[src/sv/mrf_pkg.sv]
// shared types, constants and the crc byte update for the modbus rtu request framer
// no dependencies
package mrf_pkg;

  // request operations
  localparam logic [1:0] OP_READ_COILS   = 2'd0;
  localparam logic [1:0] OP_READ_HOLDING = 2'd1;
  localparam logic [1:0] OP_WRITE_COIL   = 2'd2;
  localparam logic [1:0] OP_WRITE_REG    = 2'd3;

  // modbus function codes
  localparam logic [7:0] FC_READ_COILS   = 8'h01;
  localparam logic [7:0] FC_READ_HOLDING = 8'h03;
  localparam logic [7:0] FC_WRITE_COIL   = 8'h05;
  localparam logic [7:0] FC_WRITE_REG    = 8'h06;

  localparam logic [15:0] COIL_ON       = 16'hFF00;
  localparam logic [15:0] COIL_OFF      = 16'h0000;
  localparam logic [15:0] HOLDING_COUNT = 16'h0001;

  localparam logic [15:0] CRC_INIT = 16'hFFFF;
  localparam logic [15:0] CRC_POLY = 16'hA001;

  localparam int unsigned BODY_LEN  = 6;
  localparam int unsigned FRAME_LEN = 8;
  localparam int unsigned IDX_W     = $clog2(FRAME_LEN);

  localparam logic [IDX_W-1:0] IDX_CRC_LO = IDX_W'(BODY_LEN);
  localparam logic [IDX_W-1:0] IDX_CRC_HI = IDX_W'(FRAME_LEN - 1);

  typedef struct packed {
    logic [1:0]  operation;
    logic [7:0]  slave_address;
    logic [15:0] item_address;
    logic [15:0] item_value;
  } req_t;

  typedef struct packed {
    logic [7:0] frame_byte;
    logic       last_byte;
  } rsp_t;

  // frame body in transmit order, entry 0 goes first
  typedef logic [BODY_LEN-1:0][7:0] body_t;

  // one byte through the reflected crc-16/modbus shift register
  function automatic logic [15:0] crc16_byte(input logic [15:0] crc_in,
                                             input logic [7:0]  data);
    logic [15:0] crc;
    crc = crc_in ^ {8'h00, data};
    for (int b = 0; b < 8; b++) begin
      if (crc[0]) begin
        crc = (crc >> 1) ^ CRC_POLY;
      end else begin
        crc = crc >> 1;
      end
    end
    return crc;
  endfunction

endpackage

[src/sv/mrf_frame_builder.sv]
// maps one request onto the six body bytes of the rtu frame
// depends on mrf_pkg
module mrf_frame_builder import mrf_pkg::*; (
  input  req_t  req_i,
  output body_t body_o
);

  logic [7:0]  func_code;
  logic [15:0] word;

  always_comb begin
    case (req_i.operation)
      OP_READ_COILS: begin
        func_code = FC_READ_COILS;
        word      = req_i.item_value;
      end
      OP_READ_HOLDING: begin
        func_code = FC_READ_HOLDING;
        word      = HOLDING_COUNT;
      end
      OP_WRITE_COIL: begin
        func_code = FC_WRITE_COIL;
        word      = (req_i.item_value != 16'h0000) ? COIL_ON : COIL_OFF;
      end
      default: begin
        func_code = FC_WRITE_REG;
        word      = req_i.item_value;
      end
    endcase
  end

  assign body_o[0] = req_i.slave_address;
  assign body_o[1] = func_code;
  assign body_o[2] = req_i.item_address[15:8];
  assign body_o[3] = req_i.item_address[7:0];
  assign body_o[4] = word[15:8];
  assign body_o[5] = word[7:0];

endmodule

[src/sv/modbus_rtu_request_framer_top.sv]
// modbus rtu request framer: one request in, eight frame bytes out
// bytes pass body_q then the output register, one byte per cycle while out_stall_i is low
// frame bytes leave one at a time through the single-byte output register
// the next request is taken in the cycle the last byte of the current one is loaded
// crc runs one byte per cycle alongside the output unless it stalls, so the crc bytes are ready on time
// reset (rst_ni low, asynchronous) empties the sequencer and the output register
module modbus_rtu_request_framer_top import mrf_pkg::*; (
  input  logic clk_i,
  input  logic rst_ni,
  input  logic in_valid_i,
  output logic in_stall_o,
  input  req_t in_data_i,
  output logic out_valid_o,
  input  logic out_stall_i,
  output rsp_t out_data_o
);

  // request held while its bytes go out
  body_t            body_q;
  logic [15:0]      crc_q;
  logic [IDX_W-1:0] idx_q;
  logic             busy_q;

  // output register
  logic             ovalid_q;
  rsp_t             odata_q;

  body_t            body_d;
  logic [7:0]       byte_sel;
  logic             load_out;
  logic             is_last;
  logic             in_accept;

  mrf_frame_builder u_builder (
    .req_i  (in_data_i),
    .body_o (body_d)
  );

  // output register can take a byte when empty or being drained
  assign load_out  = busy_q && (!ovalid_q || !out_stall_i);
  assign is_last   = (idx_q == IDX_CRC_HI);
  // a new request can enter as soon as the last byte moves into the output register
  assign in_stall_o = busy_q && !(load_out && is_last);
  assign in_accept  = in_valid_i && !in_stall_o;

  // byte select: body bytes first, then crc low and high
  always_comb begin
    unique case (idx_q)
      IDX_CRC_LO: byte_sel = crc_q[7:0];
      IDX_CRC_HI: byte_sel = crc_q[15:8];
      default:    byte_sel = body_q[idx_q];
    endcase
  end

  // control state
  always_ff @(posedge clk_i or negedge rst_ni) begin
    if (!rst_ni) begin
      busy_q   <= 1'b0;
      idx_q    <= '0;
      ovalid_q <= 1'b0;
    end else begin
      if (load_out) begin
        ovalid_q <= 1'b1;
      end else if (!out_stall_i) begin
        ovalid_q <= 1'b0;
      end
      // a new request overrides the finishing one in the same cycle
      if (in_accept) begin
        busy_q <= 1'b1;
        idx_q  <= '0;
      end else if (load_out) begin
        idx_q <= idx_q + 1'b1;
        if (is_last) begin
          busy_q <= 1'b0;
        end
      end
    end
  end

  // payload registers
  always_ff @(posedge clk_i) begin
    if (load_out) begin
      odata_q.frame_byte <= byte_sel;
      odata_q.last_byte  <= is_last;
    end
    if (in_accept) begin
      body_q <= body_d;
      crc_q  <= CRC_INIT;
    end else if (load_out && (idx_q < IDX_CRC_LO)) begin
      // crc absorbs each body byte as it leaves
      crc_q <= crc16_byte(crc_q, byte_sel);
    end
  end

  assign out_valid_o = ovalid_q;
  assign out_data_o  = odata_q;

endmodule

[config.mk]
export PLATFORM = sky130hd
export DESIGN_NAME = modbus_rtu_request_framer_top
export DESIGN_NICKNAME = d
export VERILOG_FILES = /design/src/sv/mrf_pkg.sv /design/src/sv/mrf_frame_builder.sv /design/src/sv/modbus_rtu_request_framer_top.sv
export SDC_FILE = /design/constraint.sdc
export NUM_CORES = 1
export LEC_CHECK = 0
export CAP_MARGIN = 15
export CORE_MARGIN = 2
export CORE_UTILIZATION = 50
export DETAILED_ROUTE_END_ITERATION = 10
export DONT_BUFFER_PORTS = 1
export GPL_TIMING_DRIVEN = 0
export PLACE_DENSITY = 0.65
export SYNTH_ARGS = -nofsm -noshare
export SYNTH_HDL_FRONTEND = slang
export SYNTH_HIERARCHICAL = 1
export SYNTH_SLANG_ARGS = --single-unit
export TNS_END_PERCENT = 100
[constraint.sdc]
create_clock -name clk_i -period 6.6 [get_ports clk_i]
set_input_delay 0.33 -clock clk_i [delete_from_list [all_inputs] [get_ports clk_i]]
set_output_delay 0.33 -clock clk_i [all_outputs]
set_load 0.1 [all_outputs]
==> summary.md <==
| Metric | Value |
|---|---|
| Status | finished clean |
| DRT Pass-1 Iters | 4 |
| Reg-to-reg endpoint | crc_q[0]$_SDFFE_PP1P_ |
| Number of max-cap violations | 0 |
| Worst EP arrival | 3.74 ns |
| Peak supply drop | 0.281 mV |
| Hold Path Origin | in_valid_i |
| CTS clk-pin slew, worst paths | 0.09 ns |
| CTS tree | done |
| FILL cells | 671 |
| Top Ports | 57 |
| Min-delay worst type | primary input to flip-flop |
| Final Skew | 0.00942 ns |
| Crit path launch | idx_q[0]$_DFFE_PN0P_ |
| Number of flops mapped to enable cells by yosys | 57 |
| Worst Setup Start Kind | flip-flop |
| 1st-iter DRT viols | 145 |
| Die H | 93.8 µm |
| Pwr Total | 2.65 mW |
| Share of cells above drive strength 1 | 19.6% |
| Crit. End Element | flip-flop |
| GRT Residual Overflow | 0 |
| Row count | 32 |
| P_sw | 1.16 mW |
| Fin Setup TNS | 0 ns |
| Vias in the first global route | 2512 |
| Post-route ant nets | 0 |
| Worst stage delay on the critical path | 0.47 ns |
| #FFs+latches synth | 78 |
| Worst EP required | 6.86 ns |
| WL/cell | 16.4 µm |
| Top_reg_cell synth | edfxtp_1 |
| Synth async-reset ratio | 6.41% |
| Post-Syn Area per Cell | 11.5 µm² |
| Post-synthesis mux area share | 5.74% |
| Syn Inst Count | 350 |
| Sequential share of power | 36.7% |
| Global-route wire length before repair | 12300 µm |
| Ranking of synthesized cells by area | edfxtp_1 (42%), dfxtp_1 (7.9%), buf_4 (5.6%) |
| Final core occ | 56.8% |
| RD Place Congestion | 0.850 |
| FF-to-FF setup slack | 3.13 ns |
| Commonest non-fill, non-tap cell in the layout | edfxtp_1 |
| Worst Max-Slew Pin Slew | 0.893 ns |
| Clock power frac | 14.5% |
| Sw frac | 44.0% |
| R2R cell count | 13 |
| RSZ-0062 raised after global routing | false |
| Post-synth top area cell | edfxtp_1 |
| Adder-Cell Fraction of Synth Area | 1.55% |
| Largest net degree at the start of global routing | 43 |
| Final wirelength | 7800 µm |
| Final Cycle Share | 52.6% |
| Slew Limit Fails | 0 |
| Post-CTS setup buffer count | 0 |
| Clk sinks | 78 |
| IO buf count | 0 |
| FMAX | 0.288 GHz |
| Cell area after synthesis | 4030 µm² |
| Final number of hold-violating endpoints | 0 |
| CTS Buffer Depth | 2 |
| CP max-delay cell | dfrtp_1 |
| Power Dens Cells | 600 nW/µm² |
| Syn. warnings | 6 |
| WP buf/inv | 3 |
| Register area share after synthesis | 53.5% |
| Worst Hold Slack | 0.0692 ns |
| Fin nets | 418 |
| CTS H-tree lvls | 3 |
| Worst skew pair latency | 0.37 ns |
| Int Pwr | 1.48 mW |
| Critical path's top delay family | XOR/XNOR gates |
| Compound-Gate Fraction of Synth Area | 12.5% |
| DP Wirelength | 5570 µm |
| Initial antenna violation count | 0 |
| CP Cell Sequence | ha_1 > ha_1 > clkbuf_2 > inv_1 > buf_2 > o2111ai_1 > o221a_2 > xnor2_1 > xnor2_1 > xnor3_2 > xnor3_1 > mux2i_1 > a211o_1 |
| DRC Markers | 0 |
| CP Class | flip-flop to flip-flop |
| Largest family of logic cells by synthesized area | simple AND/OR/NAND/NOR gates |
| Core area | 7770 µm² |
| Crit-path max FO | 10 |
| Area grow syn2layout | 9.53% |
| WHS Endpoint | busy_q$_DFFE_PN0P_ |
| Post-synthesis simple-gate area fraction | 13.9% |
| Vias/cell | 5.42 |
| Distinct cells, synth | 55 |
| Reg-to-reg startpoint | idx_q[0]$_DFFE_PN0P_ |
| # setup viols final | 0 |
| Clock root cell | clkbuf_8 |
| # diodes | 0 |
| Leak | 1.76 nW |
| GRT Resource Usage Total | 18.7% |
| Most frequent cells in the layout | edfxtp_1 (57), nand2_1 (37), buf_4 (30), mux2i_1 (22), nor2_1 (17) |
| Area share of the largest cell type after synthesis | 42.5% |
| XOR/XNOR Fraction of Synth Area | 3.97% |
| WHS Path Cells | 1 |
| Die width | 93.8 µm |
| Die Area | 8790 µm² |
| Combinational power share | 48.8% |
| Starting density of the core | 51.9% |
| Tmin final | 3.47 ns |
| Worst rel slew slack | 40.6% |
| CTS buffer count | 9 |
| Detailed-route via count | 2567 |
## power groups by stage
stage,clock network [mW],logic (mW),registers (mW)
after detailed placement,0,1.28,0.981
after CTS,0.392,1.29,0.971
after floorplan,0,1.07,0.960
final,0.384,1.29,0.971
after global routing,0.411,1.41,0.989
after global placement,0,1.26,0.979
## metrics by stage
stage / instances / setup WS, ns / area, µm²
floorplan: 354 / 3.59 / 4050
global placement: 456 / 2.88 / 4170
detailed placement: 457 / 3.15 / 4190
CTS: 474 / 3.12 / 4410
global route: 474 / 2.89 / 4410
finish: 474 / 3.13 / 4410
## routing by layer
metal	wire length, µm	vias to the layer above	GRT usage (%)	part of all wire, %
met1	3680	1215	25.5	47
met3	378	11	3.93	4.8
met4	115	0	8.57	1.5
li1	-	1265	-	-
met2	3620	76	28.7	46
met5	0	-	0	0
## synthesized netlist by cell type, types with 2 or more instances
master    count
edfxtp_1     57
nand2_1      37
buf_4        30
mux2i_1      22
nor2_1       17
dfxtp_1      16
o21ai_0      16
a21oi_1      12
a21o_1        9
and2_1        8
clkbuf_1      8
inv_1         8
nand2b_1      8
nand3_1       8
xnor2_1       7
o22ai_1       6
xor2_1        6
a22oi_1       5
buf_2         5
dfrtp_1       5
ha_1          5
nor3_1        5
o211ai_1      5
nor4_4        4
or2_2         4
buf_6         3
o21bai_1      3
a211o_1       2
nand3b_1      2
o221ai_1      2
## worst max path at each step
stage	endpoint	cells past startpoint
floorplan	crc_q[0]$_SDFFE_PP1P_	13
global placement	body_q[20]$_DFFE_PP_	8
detailed placement	crc_q[0]$_SDFFE_PP1P_	13
CTS	crc_q[0]$_SDFFE_PP1P_	13
global route	crc_q[0]$_SDFFE_PP1P_	13
finish	crc_q[0]$_SDFFE_PP1P_	13
## logic make-up (layout without fill, tap and decap cells)
| kind of cell | count (synthesis) | after routing |
|---|---|---|
| fa+ha+maj | 5 | 5 |
| other cells | 1 | 5 |
| mux | 23 | 23 |
| buf+inv | 55 | 73 |
| flops | 78 | 78 |
| xor+xnor | 15 | 15 |
| compound gates | 72 | 72 |
| simple gates | 101 | 101 |
## flip-flops by register name, indices dropped and copies added (netlist names)
| register | count |
|---|---|
| body_q | 48 |
| crc_q | 16 |
| out_data_o | 9 |
| idx_q | 3 |
| busy_q | 1 |
| out_valid_o | 1 |
## worst reg2reg max path: cells and delay by family, from the launching register on
kind                     cells  cell delay (ns)
flip-flops                   1             0.47
AO/OA/AOI/OAI                3             0.61
buffers and inverters        3             0.54
adder cells (fa/ha/maj)      2             0.43
multiplexers                 1             0.13
XOR/XNOR                     4             1.18
## final cells by class
cell class                      count  area [µm²]  share of cell area [%]
Timing Repair Buffer                2        30.0                   0.680
Sequential cell                    78        2160                    48.9
Buffer                             47         319                    7.23
Clock buffer                        9         124                    2.81
Inverter                            8        30.0                   0.680
Clock inverter                      7        87.6                    1.98
Tap cell                          102         128                    2.89
Multi-Input combinational cell    221        1540                    34.9
## repair_timing
action	in CTS	in global routing
hold buffers	1	0
hold endpoints to repair	5	0
resized for setup	0	0
endpoints found under the setup margin	0	0
No activity file was read; power rests on OpenSTA's default activity.
